--- src/rtl/bdlp_pkg.sv ---
// Types, codes and constants of the button debouncer with long-press repeat.
package bdlp_pkg;

  typedef enum logic [5:0] {
    ST_IDLE       = 6'b000001,
    ST_DEBOUNCING = 6'b000010,
    ST_PRESSED    = 6'b000100,
    ST_DOWN       = 6'b001000,
    ST_HELD       = 6'b010000,
    ST_RELEASED   = 6'b100000
  } state_e;

  typedef logic [2:0] code_t;
  typedef logic [7:0] count_t;

  localparam code_t CODE_IDLE       = 3'd0;
  localparam code_t CODE_DEBOUNCING = 3'd1;
  localparam code_t CODE_PRESSED    = 3'd2;
  localparam code_t CODE_DOWN       = 3'd3;
  localparam code_t CODE_HELD       = 3'd4;
  localparam code_t CODE_RELEASED   = 3'd5;

  localparam logic CFG_DEBOUNCE   = 1'b0;
  localparam logic CFG_LONG_PRESS = 1'b1;

  localparam count_t DEBOUNCE_RESET   = 8'd5;
  localparam count_t LONG_PRESS_RESET = 8'd100;
  localparam count_t COUNT_MAX        = 8'd255;

  typedef struct packed {
    state_e state;
    count_t count;
  } fsm_t;

  function automatic code_t state_code(state_e s);
    code_t c;
    case (s)
      ST_IDLE:       c = CODE_IDLE;
      ST_DEBOUNCING: c = CODE_DEBOUNCING;
      ST_PRESSED:    c = CODE_PRESSED;
      ST_DOWN:       c = CODE_DOWN;
      ST_HELD:       c = CODE_HELD;
      ST_RELEASED:   c = CODE_RELEASED;
      default:       c = CODE_IDLE;
    endcase
    return c;
  endfunction

endpackage

--- src/rtl/bdlp_if.sv ---
// Valid/ready channel interfaces for the tick input and the result output.
interface bdlp_in_if;
  logic valid;
  logic ready;
  logic level;

  modport source (output valid, output level, input ready);
  modport sink (input valid, input level, output ready);
endinterface

interface bdlp_out_if;
  logic                 valid;
  logic                 ready;
  bdlp_pkg::code_t      button_state;
  logic                 held_event;
  logic                 short_press_event;

  modport source (output valid, output button_state, output held_event,
                  output short_press_event, input ready);
  modport sink (input valid, input button_state, input held_event,
                input short_press_event, output ready);
endinterface

--- src/rtl/bdlp_next.sv ---
// Next-state and counter logic of the debounce and long-press state machine.
module bdlp_next (
  input  bdlp_pkg::fsm_t   cur_i,
  input  logic             level_i,
  input  bdlp_pkg::count_t debounce_ticks_i,
  input  bdlp_pkg::count_t long_press_ticks_i,
  output bdlp_pkg::fsm_t   nxt_o
);

  bdlp_pkg::count_t count_inc;

  assign count_inc = (cur_i.count == bdlp_pkg::COUNT_MAX) ? cur_i.count
                                                          : cur_i.count + 8'd1;

  always_comb begin
    nxt_o = cur_i;
    case (cur_i.state)
      bdlp_pkg::ST_IDLE: begin
        if (level_i) begin
          nxt_o.state = bdlp_pkg::ST_DEBOUNCING;
          nxt_o.count = '0;
        end
      end
      bdlp_pkg::ST_DEBOUNCING: begin
        // The level is ignored here; only the elapsed ticks matter.
        if (count_inc >= debounce_ticks_i) begin
          nxt_o.state = bdlp_pkg::ST_PRESSED;
          nxt_o.count = '0;
        end else begin
          nxt_o.count = count_inc;
        end
      end
      bdlp_pkg::ST_PRESSED, bdlp_pkg::ST_DOWN: begin
        if (!level_i) begin
          nxt_o.state = (cur_i.state == bdlp_pkg::ST_PRESSED) ? bdlp_pkg::ST_RELEASED
                                                              : bdlp_pkg::ST_IDLE;
        end else if (cur_i.count >= long_press_ticks_i) begin
          nxt_o.state = bdlp_pkg::ST_HELD;
        end else begin
          nxt_o.count = count_inc;
        end
      end
      bdlp_pkg::ST_HELD: begin
        if (!level_i) begin
          nxt_o.state = bdlp_pkg::ST_IDLE;
        end else begin
          nxt_o.state = bdlp_pkg::ST_DOWN;
          nxt_o.count = '0;
        end
      end
      default: begin
        // Released lasts one tick and then falls back to idle, count kept.
        nxt_o.state = bdlp_pkg::ST_IDLE;
      end
    endcase
  end

endmodule

--- src/rtl/button_debounce_long_press.sv ---
// Top level of the button debouncer with long-press repeat.
//
// Each input transaction on in_i is one tick carrying the raw button level.
// Every tick produces exactly one result transaction on out_o: the new
// button state (0 idle, 1 debouncing, 2 pressed, 3 down, 4 held, 5 released)
// with a held flag and a short-press flag.
// The result of a tick is written to the output register at the same edge
// that accepts the tick. Throughput is one tick per cycle while the receiver
// takes each result; the state machine and its counter update together.
// in_i.ready is high whenever the output register is empty or is being
// emptied in the same cycle, so a stalled receiver holds the result and
// stalls the input only while the register stays full.
// The two timing registers are written through cfg_we_i, cfg_idx_i and
// cfg_wdata_i, and should be changed only while no tick is in flight.
// Reset sets the machine to idle with a zero count, loads the timing
// registers with 5 and 100 ticks and empties the output register.
module button_debounce_long_press (
  input  logic             clk_i,
  input  logic             rst_ni,
  bdlp_in_if.sink          in_i,
  bdlp_out_if.source       out_o,
  input  logic             cfg_we_i,
  input  logic             cfg_idx_i,
  input  bdlp_pkg::count_t cfg_wdata_i
);

  bdlp_pkg::count_t debounce_ticks_q;
  bdlp_pkg::count_t long_press_ticks_q;
  bdlp_pkg::fsm_t   fsm_q;
  bdlp_pkg::fsm_t   fsm_d;
  logic             out_valid_q;
  bdlp_pkg::code_t  out_state_q;
  logic             held_q;
  logic             short_q;
  logic             in_accept;

  assign in_i.ready = !out_valid_q || out_o.ready;
  assign in_accept  = in_i.valid && in_i.ready;

  always_ff @(posedge clk_i or negedge rst_ni) begin
    if (!rst_ni) begin
      debounce_ticks_q   <= bdlp_pkg::DEBOUNCE_RESET;
      long_press_ticks_q <= bdlp_pkg::LONG_PRESS_RESET;
    end else if (cfg_we_i) begin
      case (cfg_idx_i)
        bdlp_pkg::CFG_DEBOUNCE:   debounce_ticks_q   <= cfg_wdata_i;
        bdlp_pkg::CFG_LONG_PRESS: long_press_ticks_q <= cfg_wdata_i;
        default: ;
      endcase
    end
  end

  bdlp_next u_next (
    .cur_i              (fsm_q),
    .level_i            (in_i.level),
    .debounce_ticks_i   (debounce_ticks_q),
    .long_press_ticks_i (long_press_ticks_q),
    .nxt_o              (fsm_d)
  );

  always_ff @(posedge clk_i or negedge rst_ni) begin
    if (!rst_ni) begin
      fsm_q.state <= bdlp_pkg::ST_IDLE;
      fsm_q.count <= '0;
      out_valid_q <= 1'b0;
    end else begin
      if (in_accept) begin
        fsm_q       <= fsm_d;
        out_valid_q <= 1'b1;
      end else if (out_o.ready) begin
        out_valid_q <= 1'b0;
      end
    end
  end

  always_ff @(posedge clk_i) begin
    if (in_accept) begin
      out_state_q <= bdlp_pkg::state_code(fsm_d.state);
      held_q      <= (fsm_d.state == bdlp_pkg::ST_HELD);
      short_q     <= (fsm_d.state == bdlp_pkg::ST_RELEASED);
    end
  end

  assign out_o.valid             = out_valid_q;
  assign out_o.button_state      = out_state_q;
  assign out_o.held_event        = held_q;
  assign out_o.short_press_event = short_q;

endmodule

--- src/flat_wrapper.sv ---
// flat-port wrapper written by rule: the top's interface ports become plain ports
module button_debounce_long_press_flat 
  (clk_i, rst_ni, cfg_we_i, cfg_idx_i, cfg_wdata_i, in_i_valid, in_i_level, in_i_ready, out_o_valid, out_o_button_state, out_o_held_event, out_o_short_press_event, out_o_ready);
  bdlp_in_if in_i_i ();
  bdlp_out_if out_o_i ();
  input  logic clk_i;
  input  logic rst_ni;
  input  logic cfg_we_i;
  input  logic cfg_idx_i;
  input  bdlp_pkg::count_t cfg_wdata_i;
  input wire logic [$bits(in_i_i.valid)-1:0] in_i_valid;
  input wire logic [$bits(in_i_i.level)-1:0] in_i_level;
  output wire logic [$bits(in_i_i.ready)-1:0] in_i_ready;
  output wire logic [$bits(out_o_i.valid)-1:0] out_o_valid;
  output wire logic [$bits(out_o_i.button_state)-1:0] out_o_button_state;
  output wire logic [$bits(out_o_i.held_event)-1:0] out_o_held_event;
  output wire logic [$bits(out_o_i.short_press_event)-1:0] out_o_short_press_event;
  input wire logic [$bits(out_o_i.ready)-1:0] out_o_ready;
  assign in_i_i.valid = in_i_valid;
  assign in_i_i.level = in_i_level;
  assign in_i_ready = in_i_i.ready;
  assign out_o_valid = out_o_i.valid;
  assign out_o_button_state = out_o_i.button_state;
  assign out_o_held_event = out_o_i.held_event;
  assign out_o_short_press_event = out_o_i.short_press_event;
  assign out_o_i.ready = out_o_ready;
  button_debounce_long_press u_core (.clk_i(clk_i), .rst_ni(rst_ni), .in_i(in_i_i), .out_o(out_o_i), .cfg_we_i(cfg_we_i), .cfg_idx_i(cfg_idx_i), .cfg_wdata_i(cfg_wdata_i));
endmodule
--- config.mk ---
export PLATFORM = sky130hd
export DESIGN_NAME = button_debounce_long_press_flat
export DESIGN_NICKNAME = d
export VERILOG_FILES = /design/src/rtl/bdlp_pkg.sv /design/src/rtl/bdlp_if.sv /design/src/rtl/bdlp_next.sv /design/src/rtl/button_debounce_long_press.sv /design/src/flat_wrapper.sv
export SDC_FILE = /design/constraint.sdc
export NUM_CORES = 1
export LEC_CHECK = 0
export ABC_AREA = 1
export BUFFER_PORTS_ARGS = -buffer_cell sky130_fd_sc_hd__buf_4
export CAP_MARGIN = 20
export CORE_AREA = 2 2 81 83
export DETAILED_ROUTE_END_ITERATION = 6
export DIE_AREA = 0 0 83 85
export GPL_ROUTABILITY_DRIVEN = 0
export SLEW_MARGIN = 20
export SYNTH_ARGS = -nofsm -noshare
export SYNTH_HDL_FRONTEND = slang
export SYNTH_SLANG_ARGS = --single-unit
--- constraint.sdc ---
create_clock -name clk_i -period 3.83 [get_ports clk_i]
set_input_delay 0.9575 -clock clk_i [delete_from_list [all_inputs] [get_ports clk_i]]
set_output_delay 0.9575 -clock clk_i [all_outputs]
set_load 0.03 [all_outputs]
==> flow_metrics.tcl, run 1 <==
set metrics [dict create \
    status "complete, no violations" \
    synthFlopType "dfrtp_1" \
    synth_xor_area_share_pct 0.724 \
    setup_viol 0 \
    period_share_pct 71.7 \
    slew_headroom_pct 62.7 \
    synthMuxAreaShare_pct 0 \
    synth_compound_area_share_pct 7.81 \
    worstPathRequired_ns 3.88 \
    dieArea_um2 7060 \
    cap_violations 0 \
    postCtsSetupBuffers 0 \
    fmax_ghz 0.364 \
    coreArea_um2 6200 \
    htree_levels 2 \
    avgRoutedWirePerCell_um 11.7 \
    die_h_um 85 \
    syn-instance-count 323 \
    rsz0062_at_grt "no" \
    reg2regPathDepth 15 \
    synth_seq_cells 36 \
    cts.reportedPaths.clkPinSlew_ns 0.08 \
    arrival_ns 2.80 \
    min_path_type "reg2reg" \
    synth-simple-area-share_pct 35.3 \
    r2r_slack_ns 1.08 \
    min-delay-start "u_core.debounce_ticks_q[4]" \
    startpoint_type "flip-flop" \
    dr.pass1.iters 4 \
    clock_skew_ns 0.00769 \
    fillCellCount 629 \
    n_antenna_cell 0 \
    grt_usage_pct 15.3 \
    cts_root_buffer "clkbuf_8" \
    min_to "u_core.debounce_ticks_q[4]" \
    period_minus_slack_ns 2.75 \
    final_antenna_net_count 0 \
    cts.sinks 36 \
    drive_above_1_share_pct 17.7 \
    drc 0 \
    area_growth_pct 13.7 \
    synth-edff-count 5 \
    num_rows 29 \
    netlist_area_um2 2420 \
    clockBufferDepth 2 \
    final_common_cell "nand2_1" \
    final_util_pct 44.3 \
    initialDrtViolationCount 75 \
    post-synth-top-area-cell "dfrtp_1" \
    cts_buffers 5 \
    antenna_found_initial 0 \
    synth_cell_types 32 \
    synthAdderAreaFrac_pct 8.79 \
    ys_warn_count 0 \
    synth_top_family_by_area "simple AND/OR/NAND/NOR gates" \
    cts_resized 0 \
    cts_hold_repair.buffers 0 \
    grt_pass1_vias 1874 \
    holdPathStages 2 \
    path_class "reg2reg" \
    p_leak_nw 1.47 \
    tightest_slew_ns 0.560 \
    syn_area_per_cell_um2 7.49 \
    finalPower_mw 1.11 \
    slew_viol_final 0 \
    r2r-start "u_core.fsm_q[0]" \
    dieWidth_um 83 \
    tritoncts "built" \
    final_nets 381 \
    cp-end-kind "flip-flop" \
    synthesis.nets 355 \
    drt_wl_total_mm 5.00 \
    critPathMaxFanout 9 \
    yosysSeqAreaShare_pct 38.6 \
    io_buffer_count 21 \
    grt_pass1_wl_mm 8.81 \
    vias_per_cell 4.67 \
    timing.rr.end "u_core.out_o.button_state[0]" \
    powerDensity_nw_per_um2 405 \
    num_io_pins 22 \
    async_flop_share_pct 86.1 \
    start_util_pct 39.0 \
    layout_common_cells "121 x nand2_1, 46 x inv_1, 25 x dfrtp_1" \
    synth_area_leaders "dfrtp_1 26%, nand2_1 19%, ha_1 8.8%" \
    dr_total_vias 1993 \
    hold_viol_final 0 \
    fin_hold_ws_ns 0.490 \
    yosysTopAreaCellShare_pct 25.9 \
    peakVddDrop_mv 0.231 \
    clkLatencyLatePin_ns 0.29 \
    setup_tns_ns 0 \
    overflow 0 \
    dp_hpwl_mm 3.85 \
    grt_max_degree 32 \
]
## per-layer routing
metal  share of wire, %  global-route usage [%]  up-vias  wire length (um)
met1                 53                    21.4      886              2650
met4                1.6                    5.37        0                78
met2                 43                    23.9       31              2150
met5                  0                       0        -                 0
met3                2.4                    2.72        6               119
li1                   -                       -     1070                 -
## Yosys cell counts, types with 6 or more instances
master   instances
a21oi_1          7
dfrtp_1         25
dfstp_2          6
ha_1            17
inv_1           46
nand2_1        121
nand3_1         11
nand4_1          9
nor2_1          11
o21ai_0         22
## per-stage QoR
stage	worst slack, ns	cell area, um^2	cells
floorplan	1.51	2420	323
global placement	1.19	2670	419
detailed placement	1.14	2670	419
CTS	1.12	2750	427
global route	0.834	2750	427
finish	1.08	2750	427
## how the worst max path moves through the flow
stage                         start                           end  cells after the start
floorplan           u_core.fsm_q[1]               u_core.fsm_q[0]                     16
global placement    u_core.fsm_q[0]  u_core.out_o.button_state[0]                     15
detailed placement  u_core.fsm_q[1]  u_core.out_o.button_state[0]                     13
CTS                 u_core.fsm_q[1]  u_core.out_o.button_state[0]                     13
global route        u_core.fsm_q[1]               u_core.fsm_q[7]                     16
finish              u_core.fsm_q[0]  u_core.out_o.button_state[0]                     15
## layout make-up
cell class | count | area [um^2] | area share [%]
Clock buffer | 6 | 72.6 | 2.64
Clock inverter | 2 | 12.5 | 0.455
Inverter | 55 | 206 | 7.50
Multi-Input combinational cell | 230 | 1270 | 46.2
Sequential cell | 36 | 933 | 33.9
Tap cell | 77 | 96.3 | 3.50
Timing Repair Buffer | 21 | 158 | 5.73
## flip-flops by register name, summed over array words and instances, names as in the netlist
name,flops
u_core.fsm_q,14
u_core.debounce_ticks_q,8
u_core.out_o.valid,1
u_core.out_o.button_state,3
u_core.out_o.held_event,1
u_core.out_o.short_press_event,1
u_core.long_press_ticks_q,8
## logic make-up after synthesis
logic type / after synthesis
AND/OR/NAND/NOR: 177
flip-flops: 36
adder cells (fa/ha/maj): 17
buffers and inverters: 57
XOR/XNOR: 2
AO/OA/AOI/OAI: 34
## worst max-delay path: stages (launching register included)
cell and delay [ns]:
dfrtp_1 0.43, ha_1 0.25, nand2_1 0.10, inv_1 0.08, nand3_1 0.07, nand2_1 0.05, nand2_1 0.07, nand2_1 0.12
ha_1 0.31, nand2_1 0.06, nor2_1 0.23, nand4_2 0.25, nand3b_1 0.21, o21bai_1 0.11, nor2_1 0.10, nand2_1 0.06
## report_power, final
part	switching [mW]	internal, mW
clock	0.144	0.127
sequential	0.0417	0.441
combinational	0.231	0.128
total	0.418	0.696
No activity file was read; power rests on OpenSTA's default activity.
==> inputs of run 2 (changes only) <==
Clock period 3.83 ns to 2.25 ns, I/O delays scaled along.
==> run 2 against run 1 <==
Against the previous run: the run now ends with negative setup slack left; core utilization is 6.7 points higher; worst setup slack worse by 1.1 ns; first-iteration DRC count is 23% higher; via count is 6.7% higher; worst hold slack worse by 0.30 ns; maximum frequency is 21% higher; register-to-register slack worse by 1.1 ns; die area stayed put; flip-flop and latch count stayed put; critical path type unchanged.
==> flow_metrics.tcl, run 2 (synthesis gave the netlist of run 1 again) <==
set metrics [dict create \
    fin_cells 450 \
    htree_levels 2 \
    critPathMaxFanout 4 \
    cts.sinks 36 \
    startpoint_type "flip-flop" \
    clockBufferDepth 2 \
    final_antenna_net_count 0 \
    layout_common_cells "108 x nand2_1, 42 x inv_1, 41 x buf_4" \
    cap_violations 0 \
    area_growth_pct 30.8 \
    io_buffer_count 21 \
    dieArea_um2 7060 \
    num_io_pins 22 \
    clock_skew_ns 0.00801 \
    final_util_pct 51.0 \
    grt_max_degree 32 \
    status "finished, violations left" \
    coreArea_um2 6200 \
    use_met2_pct 25.2 \
    dr_total_vias 2126 \
    vias_per_cell 4.72 \
    clkLatencyLatePin_ns 0.29 \
    seq_area_um2 935 \
    dpl-instance-area_um2 2790 \
    multi_input_area_um2 1470 \
    p_leak_nw 1.65 \
    rsz0062_at_grt "yes" \
    placedCellCount 435 \
    arrival_ns 2.32 \
    final_common_cell "nand2_1" \
    dr.pass1.iters 4 \
    peakVddDrop_mv 0.542 \
    avgRoutedWirePerCell_um 11.8 \
    final_nets 404 \
    drc 0 \
    initialDrtViolationCount 92 \
    setup_viol 2 \
    hold_viol_final 0 \
    period_minus_slack_ns 2.27 \
    overflow 0 \
    cp-end-kind "flip-flop" \
    start_util_pct 39.0 \
    slew_headroom_pct 70.2 \
    dieWidth_um 83 \
    path_class "reg2reg" \
    min_path_type "in2async" \
    dp_hpwl_mm 3.97 \
    grt_usage_pct 16.0 \
    drive_above_1_share_pct 32.2 \
    worstPathRequired_ns 2.30 \
    tightest_slew_ns 0.446 \
    drt_wl_total_mm 5.31 \
    cts_root_buffer "clkbuf_8" \
    grtUsageMet3_pct 2.33 \
    antenna_found_initial 0 \
    grt.busiest_layer "met2" \
    die_h_um 85 \
    fillCellCount 594 \
    n_antenna_cell 0 \
    grtUsageMet1_pct 22.6 \
    violations "negative setup slack" \
    cts_buffers 5 \
    largest_reg_flops 14 \
    period_share_pct 101 \
    tritoncts "built" \
    slew_viol_final 0 \
    final_area_um2 3160 \
    grt_pass1_vias 1979 \
    grt_pass1_wl_mm 9.28 \
    fmax_ghz 0.440 \
    cts_hold_repair.buffers 0 \
    cts.reportedPaths.clkPinSlew_ns 0.08 \
    num_rows 29 \
    layout_setup_ws_ns -0.0214 \
    regMostFlops "u_core.fsm_q" \
    powerDensity_nw_per_um2 674 \
    reg_top3 "u_core.fsm_q: 14 flops, u_core.debounce_ticks_q: 8 flops, u_core.long_press_ticks_q: 8 flops" \
]
[run 2: cell count changes in the layout (fill, tap and decap cells not counted), sizes merged]
cell	before	now
buf	21	44
bufinv	0	1
clkinv	5	4
inv	51	52
clkbuf	6	5
[run 2: worst max-delay path, stage by stage (launching register included)]
cell and delay [ns]:
dfrtp_1 0.39, buf_4 0.16, nand3_2 0.12, inv_2 0.09, nand3_1 0.07, nand2_1 0.13, nand2_4 0.08, ha_4 0.27
nand2_2 0.06, nor2_4 0.14, nand4_2 0.12, nand3b_1 0.14, o21bai_1 0.09, nor2_1 0.11, nand2_1 0.05
[run 2: final cells by class]
| type | count | share of cell area (%) |
|---|---|---|
| flip-flops and latches | 36 | 29.5 |
| well taps | 77 | 3.04 |
| multi-input cells | 230 | 46.5 |
| repair buffers | 44 | 10.8 |
| inverters | 55 | 6.60 |
| clock inverters | 3 | 1.34 |
| clock buffers | 5 | 2.17 |
[run 2: metal layers]
layer	routed length [um]	vias to the layer above	share of wire (%)
li1	-	1119	-
met1	2660	960	50
met2	2440	40	46
met3	132	7	2.5
met4	81	0	1.5
met5	0	-	0
[run 2: final timing paths]
check | depth (start not counted) | end | start | slack (ns)
worst max-delay path | 14 | u_core.out_o.button_state[0] | u_core.fsm_q[1] | -0.02
worst min-delay path | 1 | u_core.long_press_ticks_q[0] | rst_ni | 0.19
worst max register to register | 14 | u_core.out_o.button_state[0] | u_core.fsm_q[1] | -0.02
worst min register to register | 2 | u_core.debounce_ticks_q[3] | u_core.debounce_ticks_q[3] | 0.49
max in group asynchronous | 1 | u_core.fsm_q[8] | rst_ni | 1.73
min in group clk_i | 2 | u_core.debounce_ticks_q[3] | u_core.debounce_ticks_q[3] | 0.49
[run 2: stage by stage]
step	hold slack [ns]	setup slack [ns]	setup TNS [ns]	power [mW]
after floorplan	0.267	-0.0452	-0.362	1.30
after global placement	0.468	-0.0363	-0.0444	1.48
after detailed placement	0.474	-0.0840	-0.182	1.49
after CTS	0.200	-0.0515	-0.0515	2.09
after global routing	0.214	-0.179	-1.13	2.29
final	0.189	-0.0214	-0.0218	2.13
[run 2: repair_timing]
| item | CTS | global route |
|---|---|---|
| endpoints found under the setup margin | 11 | 12 |
| endpoints found under the hold margin | 0 | 0 |
| pin swaps | 6 | 13 |
| resized for setup | 17 | 33 |
| setup buffers | 1 | 6 |
[run 2: power by group]
part / internal (mW) / switching, mW / leakage (nW)
Clock: 0.328 / 0.247 / 0.0541
Sequential: 0.752 / 0.0631 / 0.439
Combinational: 0.295 / 0.449 / 1.16
Total: 1.37 / 0.759 / 1.65
==> inputs of run 3 (changes only) <==
Clock period 2.25 ns to 2.4 ns, I/O delays scaled along.
==> run 3 against run 2 <==
Against the previous run: the flow now finishes without violations; via count fell by 0.85%; largest power group unchanged; count of clock-buffer cells in the layout rose by 2; global-route usage shrank 0.32 points; sequential share of layout area increased by 1.1 points; combinational power shrank 9.4%; cell count down 0.22%; worst hold slack better by 0.046 ns.
==> flow_metrics.tcl, run 3 (synthesis gave the netlist of run 1 again) <==
set metrics [dict create \
    peakVddDrop_mv 0.374 \
    cts_buffers 5 \
    clkLatencyLatePin_ns 0.29 \
    slew_headroom_pct 70.6 \
    avgRoutedWirePerCell_um 11.6 \
    die_h_um 85 \
    cap_violations 0 \
    fin_cells 449 \
    critPathMaxFanout 3 \
    dieWidth_um 83 \
    fmax_ghz 0.433 \
    period_minus_slack_ns 2.31 \
    io_buffer_count 21 \
    final_antenna_net_count 0 \
    dr.pass1.iters 4 \
    reg_top3 "u_core.fsm_q: 14 flops, u_core.debounce_ticks_q: 8 flops, u_core.long_press_ticks_q: 8 flops" \
    dp_hpwl_mm 3.95 \
    layout_common_cells "115 x nand2_1, 42 x inv_1, 41 x buf_4" \
    finalPower_mw 1.88 \
    dr_total_vias 2108 \
    fillCellCount 610 \
    setup_viol 0 \
    drc 0 \
    cts.sinks 36 \
    arrival_ns 2.36 \
    coreArea_um2 6200 \
    cts.reportedPaths.clkPinSlew_ns 0.07 \
    drive_above_1_share_pct 29.3 \
    start_util_pct 39.0 \
    period_share_pct 96.2 \
    path_class "reg2reg" \
    num_io_pins 22 \
    htree_levels 2 \
    rsz0062_at_grt "yes" \
    num_rows 29 \
    regMostFlops "u_core.fsm_q" \
    final_common_cell "nand2_1" \
    powerDensity_nw_per_um2 618 \
    overflow 0 \
    grt_max_degree 32 \
    area_growth_pct 26.0 \
    grt_usage_pct 15.7 \
    grt_pass1_wl_mm 9.00 \
    initialDrtViolationCount 119 \
    grt_pass1_vias 1970 \
    drt_wl_total_mm 5.23 \
    clock_skew_ns 0.00446 \
    startpoint_type "flip-flop" \
    dieArea_um2 7060 \
    p_leak_nw 1.60 \
    status "complete, no violations" \
    cp-end-kind "flip-flop" \
    slew_viol_final 0 \
    final_nets 403 \
    n_antenna_cell 0 \
    hold_viol_final 0 \
    tritoncts "built" \
    clockBufferDepth 2 \
    tightest_slew_ns 0.440 \
    vias_per_cell 4.69 \
    antenna_found_initial 0 \
    min_path_type "in2async" \
    cts_root_buffer "clkbuf_8" \
    largest_reg_flops 14 \
    placedCellCount 429 \
    worstPathRequired_ns 2.45 \
]
-- run 3: stage by stage --
step / cell area [um^2] / setup WS (ns) / hold WS (ns) / setup TNS [ns] / util (%)
final: 3050 / 0.0910 / 0.234 / 0 / 49.1
after global routing: 3050 / -0.0975 / 0.247 / -0.227 / 49.1
after CTS: 2840 / 0.00693 / 0.244 / 0 / 45.8
after detailed placement: 2740 / -0.0115 / 0.477 / -0.0115 / 44.2
after global placement: 2740 / 0.0782 / 0.471 / 0 / 44.2
after floorplan: 2420 / 0.0789 / 0.304 / 0 / -
-- run 3: path summary, 6_finish.rpt --
check	end	slack, ns	cells past startpoint	from
max in group asynchronous	u_core.fsm_q[8]	1.84	1	rst_ni
setup / recovery	u_core.out_o.button_state[0]	0.09	14	u_core.fsm_q[0]
min in group clk_i	u_core.debounce_ticks_q[5]	0.49	2	u_core.debounce_ticks_q[5]
setup reg to reg	u_core.out_o.button_state[0]	0.09	14	u_core.fsm_q[0]
hold / removal	u_core.long_press_ticks_q[0]	0.23	1	rst_ni
hold reg to reg	u_core.debounce_ticks_q[5]	0.49	2	u_core.debounce_ticks_q[5]
-- run 3: repair_timing --
action,in CTS,in global routing
resized for setup,1,34
setup buffers,0,12
hold buffers,0,0
pin swaps,0,15
setup endpoints to repair,1,12
-- run 3: layout make-up --
class                   count  area [um^2]  area share, %
inverters                  55          206           6.77
well taps                  77         96.3           3.16
clock buffers               7         86.3           2.83
repair buffers             43          330           10.8
clock inverters             1         7.51          0.246
multi-input cells         230         1390           45.5
flip-flops and latches     36          935           30.7
-- run 3: report_power, final --
group          switching, mW  leakage [nW]  internal, mW
Combinational          0.412          1.12         0.261
Clock                  0.217        0.0445         0.233
Sequential            0.0551         0.439         0.705
Total                  0.684          1.60          1.20
-- run 3: metal layers --
metal	GRT usage, %	part of all wire [%]
met1	21.8	50
met2	24.5	44
met3	3.21	3.8
met4	5.66	1.7
met5	0	0
-- run 3: worst max-delay path, stage by stage, from the launching register on --
cell and delay [ns]:
dfrtp_1 0.36, ha_2 0.20, inv_2 0.05, nor2_4 0.12
buf_4 0.14, xnor2_2 0.10, nand2_2 0.09, ha_1 0.28
nand2_1 0.08, nor2_4 0.14, nand4_2 0.09, nand3b_1 0.14
o21bai_1 0.12, nor2_1 0.11, nand2_1 0.05
